### src/hdl/bloom_filter_double_hash_defines.svh
// ----------------------------------------------------------------------------
// bloom filter assertion macros
// shared property shapes for the bloom filter checks
// ----------------------------------------------------------------------------
`ifndef BLOOM_FILTER_DOUBLE_HASH_DEFINES_SVH
`define BLOOM_FILTER_DOUBLE_HASH_DEFINES_SVH

// condition holds in the same cycle as the trigger
`define BFDH_ASSERT_SAME(label, clk, rst, trig, cond) \
   label: assert property (@(posedge clk) disable iff (rst) (trig) |-> (cond)) \
      else $error("bfdh same-cycle check failed");

// condition holds in the cycle after the trigger
`define BFDH_ASSERT_NEXT(label, clk, rst, trig, cond) \
   label: assert property (@(posedge clk) disable iff (rst) (trig) |=> (cond)) \
      else $error("bfdh next-cycle check failed");

`endif

### src/hdl/bfdh_pkg.sv
// ----------------------------------------------------------------------------
// bfdh_pkg
// shared types and constants of the double-hash bloom filter
// ----------------------------------------------------------------------------
package bfdh_pkg;

   // default sizes
   localparam int MAX_WORDS_DEF  = 1024;
   localparam int MAX_PROBES_DEF = 16;

   // fixed field widths
   localparam int WORD_BITS   = 64;
   localparam int BIT_IDX_W   = 6;
   localparam int HALF_W      = 32;
   localparam int HASH_W      = 64;
   localparam int WC_W        = 11;
   localparam int PC_W        = 5;
   localparam int CSR_IDX_W   = 2;
   localparam int CSR_DATA_W  = 11;

   // remainder unit: 4 dividend bits per step, 7 steps
   localparam int MOD_DIGITS  = 4;
   localparam int MOD_STEPS   = 7;
   localparam int MOD_DIV_W   = MOD_DIGITS * MOD_STEPS;
   localparam int MOD_STEP_W  = 3;

   // register indexes
   localparam logic [CSR_IDX_W-1:0] CSR_WORD_COUNT  = 2'd0;
   localparam logic [CSR_IDX_W-1:0] CSR_PROBE_COUNT = 2'd1;

   // register reset values
   localparam logic [WC_W-1:0] WORD_COUNT_RST  = 11'd1024;
   localparam logic [PC_W-1:0] PROBE_COUNT_RST = 5'd4;

   // commands
   localparam logic CMD_ADD   = 1'b0;
   localparam logic CMD_QUERY = 1'b1;

   // one probe handed to the bit store
   typedef struct packed {
      logic                 valid;
      logic                 add;
      logic [WC_W-1:0]      addr;
      logic [BIT_IDX_W-1:0] bit_idx;
   } probe_req_type;

   // bit store status back to the controller
   typedef struct packed {
      logic clearing;
      logic hit_valid;
      logic hit;
   } store_status_type;

endpackage

### src/hdl/bfdh_mod_unit.sv
// ----------------------------------------------------------------------------
// bfdh_mod_unit
// iterative remainder of a 28-bit dividend by an 11-bit divisor, 4 bits a step
// ----------------------------------------------------------------------------
module bfdh_mod_unit
   import bfdh_pkg::*;
(
   input  logic                 clock,
   input  logic                 reset,
   input  logic                 start,
   input  logic [MOD_DIV_W-1:0] dividend,
   input  logic [WC_W-1:0]      divisor,
   output logic                 done,
   output logic [WC_W-1:0]      rem
);

   logic                  active_ff, active_in;
   logic                  done_ff, done_in;
   logic [MOD_STEP_W-1:0] step_ff, step_in;
   logic [MOD_DIV_W-1:0]  quo_ff, quo_in;
   logic [WC_W-1:0]       rem_ff, rem_in;
   logic [WC_W-1:0]       rem_step;

   // four restoring remainder steps on narrow values
   always_comb begin
      logic [WC_W:0] t;
      logic [WC_W-1:0] r;
      r = rem_ff;
      for (int k = 0; k < MOD_DIGITS; k++) begin
         t = {r, quo_ff[MOD_DIV_W-1-k]};
         if (t >= {1'b0, divisor}) begin
            t = t - {1'b0, divisor};
         end
         r = t[WC_W-1:0];
      end
      rem_step = r;
   end

   // step sequencing
   always_comb begin
      active_in = active_ff;
      done_in   = 1'b0;
      step_in   = step_ff;
      quo_in    = quo_ff;
      rem_in    = rem_ff;
      if (start) begin
         active_in = 1'b1;
         step_in   = '0;
         quo_in    = dividend;
         rem_in    = '0;
      end else if (active_ff) begin
         quo_in  = quo_ff << MOD_DIGITS;
         rem_in  = rem_step;
         step_in = step_ff + 1'b1;
         if (step_ff == MOD_STEP_W'(MOD_STEPS - 1)) begin
            active_in = 1'b0;
            done_in   = 1'b1;
         end
      end
   end

   always_ff @(posedge clock) begin
      if (reset) begin
         active_ff <= 1'b0;
         done_ff   <= 1'b0;
         step_ff   <= '0;
      end else begin
         active_ff <= active_in;
         done_ff   <= done_in;
         step_ff   <= step_in;
      end
   end

   // payload
   always_ff @(posedge clock) begin
      quo_ff <= quo_in;
      rem_ff <= rem_in;
   end

   assign done = done_ff;
   assign rem  = rem_ff;

endmodule

### config.mk
export PLATFORM = sky130hd
export DESIGN_NAME = bfdh_mod_unit
export DESIGN_NICKNAME = d
export VERILOG_FILES = /design/src/hdl/bloom_filter_double_hash_defines.svh /design/src/hdl/bfdh_pkg.sv /design/src/hdl/bfdh_mod_unit.sv
export SDC_FILE = /design/constraint.sdc
export NUM_CORES = 1
export LEC_CHECK = 0
export BUFFER_PORTS_ARGS = -buffer_cell sky130_fd_sc_hd__buf_2
export CORE_MARGIN = 10
export CORE_UTILIZATION = 57
export DETAILED_ROUTE_END_ITERATION = 8
export GPL_TIMING_DRIVEN = 1
export PLACE_DENSITY_LB_ADDON = 0.25
export SLEW_MARGIN = 20
export SYNTH_ARGS = -nofsm -noshare
export SYNTH_HDL_FRONTEND = slang
export SYNTH_SLANG_ARGS = --single-unit
### constraint.sdc
create_clock -name clock -period 20.3 [get_ports clock]
set_input_delay 2.03 -clock clock [delete_from_list [all_inputs] [get_ports clock]]
set_output_delay 2.03 -clock clock [all_outputs]
set_load 0.01 [all_outputs]
# Yosys cells after proc, flatten, opt, wreduce, memory -nomap -nowiden
# Index checks and enable logic that the tools add are counted.
# W data, S select, Z words.
# classes
n_addsub,5
order_cmp,4
eq_ne,1
n_mux,10
n_bitwise,1
n_reduce_logical,3
# op_table
operator,count
$mux W28,2
$ge A12 B11 Y1,4
$mux W11,4
$sub A11 B11 Y11,4
$mux W1,4
$add A3 B1 Y3 const B,1
$eq A3 B3 Y1 const B,1
$reduce_or A3 Y1,1
$reduce_bool A2 Y1,1
$reduce_or A2 Y1,1
$not A1 Y1,1
# word_totals
register_bits,44
in_bits,42
out_inout_bits,12

# Longest topological paths before layout
# depth
word_depth,8
mapped_depth,41

# Worst setup path before layout
# OpenSTA, ideal clock, no wires.
# synth_timing
path_kind,input to register
startpoint,in divisor[9]
endpoint,reg rem_ff[10] (netlist: rem[10])
setup_time_ns,0.131
t_arrival_ns,9.784
setup_slack_ns,10.385
stages,37
path_buffers,4
cell_sequence,inv_1 -> ha_1 -> a21oi_1 -> o211ai_1 -> o211a_1 -> nor2_2 -> buf_2 -> mux2_2 -> ha_1 -> a21o_1 -> a221oi_2 -> o21ba_2 -> a2bb2oi_2 -> nor3b_4 -> buf_2 -> mux2i_1 -> fa_1 -> a21o_1 -> a21oi_1 -> o21ai_0 -> a21oi_1 -> o21ai_0 -> a21o_1 -> nor2_4 -> buf_4 -> mux2i_1 -> inv_1 -> ha_1 -> or4_1 -> o21ai_0 -> a21oi_1 -> nor2_1 -> o21a_1 -> nand4_2 -> buf_2 -> a31oi_1 -> a211oi_2
# synth_between
elab_chain_len,8
word_cells_on_any_way,12
# synth_lines
element,line,source
"start, declared",bfdh_mod_unit.sv:12,"input logic [WC_W-1:0] divisor,"
$sub A11 B11 Y11 or $ge A12 B11 Y1 (tied branches),"bfdh_mod_unit.sv:32, bfdh_mod_unit.sv:31",
$mux W11,bfdh_mod_unit.sv:31,"if (t >= {1'b0, divisor}) begin"
$sub A11 B11 Y11 or $ge A12 B11 Y1 (tied branches),"bfdh_mod_unit.sv:32, bfdh_mod_unit.sv:31",
$mux W11,bfdh_mod_unit.sv:31,
$ge A12 B11 Y1 or $sub A11 B11 Y11 (tied branches),"bfdh_mod_unit.sv:31, bfdh_mod_unit.sv:32",
$mux W11,bfdh_mod_unit.sv:31,
$sub A11 B11 Y11 or $ge A12 B11 Y1 (tied branches),"bfdh_mod_unit.sv:32, bfdh_mod_unit.sv:31",
$mux W11 *,bfdh_mod_unit.sv:31,
"end signal, assigned",bfdh_mod_unit.sv:77,rem_ff <= rem_in;
"end, declared",bfdh_mod_unit.sv:21,"logic [WC_W-1:0] rem_ff, rem_in;"
# Mark *: on every way between the ends. The rest lies on a longest branch, timed or not.
# A chain may end at the register's enable or synchronous reset.

# Worst setup path in the final report
# layout_timing
startpoint,in divisor[9]
endpoint,reg rem_ff[7] (netlist: rem[7])
# Same word-level chain as after synthesis.

==> flow_metrics.env <==
export IMPL_status="complete, no violations"
export IMPL_worst_path_largest_cell_delay_ps=580
export IMPL_via_per_inst=6.14
export IMPL_cts_sinks=44
export IMPL_startpoint_type="input port"
export IMPL_maxSlewHeadroom=0.354
export IMPL_drive_above_1_share=0.216
export IMPL_syn_avg_cell_area_um2=9.19
export IMPL_grt_pass1_wl_um=18700
export IMPL_cts_tree="yes"
export IMPL_route_detailed_drc=0
export IMPL_clk_path_buf_depth=2
export IMPL_grt_pass1_vias=3654
export IMPL_cts_root_buf="clkbuf_8"
export IMPL_ioPinCount=54
export IMPL_path_class="in2reg"
export IMPL_period_minus_slack_ps=11290
export IMPL_synth_top_flop_cell="edfxtp_1"
export IMPL_routed_wl_um=12000
export IMPL_cts_hold_buf=0
export IMPL_synth_top_area_frac=0.188
export IMPL_cp_max_fo=15
export IMPL_max_slew_worst_pin_slew_ps=963
export IMPL_cts_buffers=5
export IMPL_drtIter0Drc=327
export IMPL_cts_setup_buffers=0
export IMPL_grt_max_degree=49
export IMPL_syn_inst=486
export IMPL_hpwlAfterDp_um=9580
export IMPL_diodes=0
export IMPL_min_path_type="reg2reg"
export IMPL_multi_input_area_um2=3080
export IMPL_first_pass_iters=5
export IMPL_syn_to_final_growth_pct=9.75
export IMPL_synth_edff_count=28
export IMPL_rr_startpoint="rem[8]"
export IMPL_rows=32
export IMPL_overflow=0
export IMPL_grt_setup_unrepaired="no"
export IMPL_clk_latency_ps=300
export IMPL_initial_core_util=0.581
export IMPL_required_ps=20500
export IMPL_core_um2=7690
export IMPL_htree_levels=2
export IMPL_die_h_um=109
export IMPL_ant_nets=0
export IMPL_synth_largest_area_cell="edfxtp_1"
export IMPL_clk_pin_slew_ps=90
export IMPL_worstSetupEndpointType="flop"
export IMPL_fin_crit_sh=0.556
export IMPL_synth_area_top_cells="edfxtp_1 (19%), ha_1 (13%), mux2_2 (8.3%)"
export IMPL_crit_buf_inv=2
export IMPL_nets=623
export IMPL_final_hold_viol_count=0
export IMPL_gp_congestion=0.981
export IMPL_vias=3890
export IMPL_cts_resized=0
export IMPL_cp_data_arrival_time_ps=11490
export IMPL_n_fill_cell=642
export IMPL_fp_dieArea_um2=11800
export IMPL_min_from="step_ff[2]"
export IMPL_setup_tns_final_ps=0
export IMPL_final_core_utilization=0.637
export IMPL_critPathLaunch="divisor[9]"
export IMPL_async_flop_share=0
export IMPL_max_cap_violations=0
export IMPL_grt_usage=0.198
export IMPL_syn_nets=578
export IMPL_synth_distinct_cells=65
export IMPL_antenna_found_initial=0
export IMPL_finalMaxSlewViolations=0
export IMPL_fmax_mhz=88.6
export IMPL_wire_per_inst_um=19.0
export IMPL_clock_skew_ps=4.87
export IMPL_dieWidth_um=109
export IMPL_ys_seq_elements=44
export IMPL_yosysWarnings=0
export IMPL_final_seq_area_um2=1160
export IMPL_setup_viol=0
export IMPL_syn_area_um2=4460
export IMPL_cpLargestDelayFamily="compound AO/OA/AOI/OAI gates"
export IMPL_synth_seq_area_share=0.260
export IMPL_cp_slowest_cell="nor3b_4"
export IMPL_io_buffer_count=53
==> registers in the layout, summed over array words and instances, names as in the netlist <==
| register | flops |
|---|---|
| active_ff | 1 |
| done | 1 |
| quo_ff | 28 |
| rem | 11 |
| step_ff | 3 |
==> Yosys cell counts, drive strengths merged (10+ instances only) <==
library cell  count
edfxtp           28
a21o             12
a21oi            32
mux2             35
dfxtp            16
o31ai            10
inv              40
xor2             10
o21ai            24
nor2             30
nand2            22
ha               46
nor3             11
xnor2            17
==> worst min-delay path, cell delays in order (launching register included) <==
cell	delay, ps
dfxtp_1	330
nand2_1	80
nor4_1	40
==> per-layer routing <==
layer | track usage | vias to the layer above | routed length, um
met5 | 0 | - | 0
met4 | 0.0556 | 0 | 315
met3 | 0.0339 | 24 | 856
met2 | 0.329 | 145 | 5670
met1 | 0.259 | 1812 | 5180
li1 | - | 1909 | -
==> worst paths after layout <==
path,depth (start not counted),endpoint,slack (ps)
worst max-delay path,34,rem[7],9010
worst min-delay path,2,done,490
worst max register to register,32,rem[7],10650
worst min register to register,2,done,490
==> cell type report <==
type | instances | area share
flip-flops and latches | 44 | 0.237
repair buffers | 53 | 0.0541
clock inverters | 3 | 0.00945
clock buffers | 5 | 0.0140
well taps | 102 | 0.0260
inverters | 40 | 0.0306
multi-input cells | 387 | 0.629
==> through the flow <==
stage | instances | worst slack, ps | hold WS [ps] | cell area, um^2
finish | 634 | 9010 | 493 | 4900
CTS | 634 | 9180 | 492 | 4900
floorplan | 486 | 10390 | 450 | 4460
global route | 634 | 8510 | 532 | 4900
detailed placement | 626 | 8840 | 482 | 4780
global placement | 626 | 9080 | 473 | 4780
==> cell families after synthesis <==
kind of cell / share of synthesized area
multiplexers: 0.110
buffers and inverters: 0.0499
flip-flops: 0.260
AO/OA/AOI/OAI: 0.222
XOR/XNOR: 0.0530
AND/OR/NAND/NOR: 0.158
adder cells (fa/ha/maj): 0.147
==> cells in the final DEF, fill, tap and decap left out, types with 9 or more instances in the layout <==
cell type	count
nor2_1	27
xor2_1	10
buf_2	53
a21oi_1	32
dfxtp_1	16
o21ai_0	23
mux2_2	33
o31ai_1	10
a21o_1	12
mux2i_1	9
ha_1	46
edfxtp_1	28
nand2_1	22
inv_1	39
nor2b_1	9
nor3_1	11
xnor2_1	17
Power is left out: the tool's default activity adds up to more than one toggle a clock period on the data nets, which glitch-free logic cannot reach.
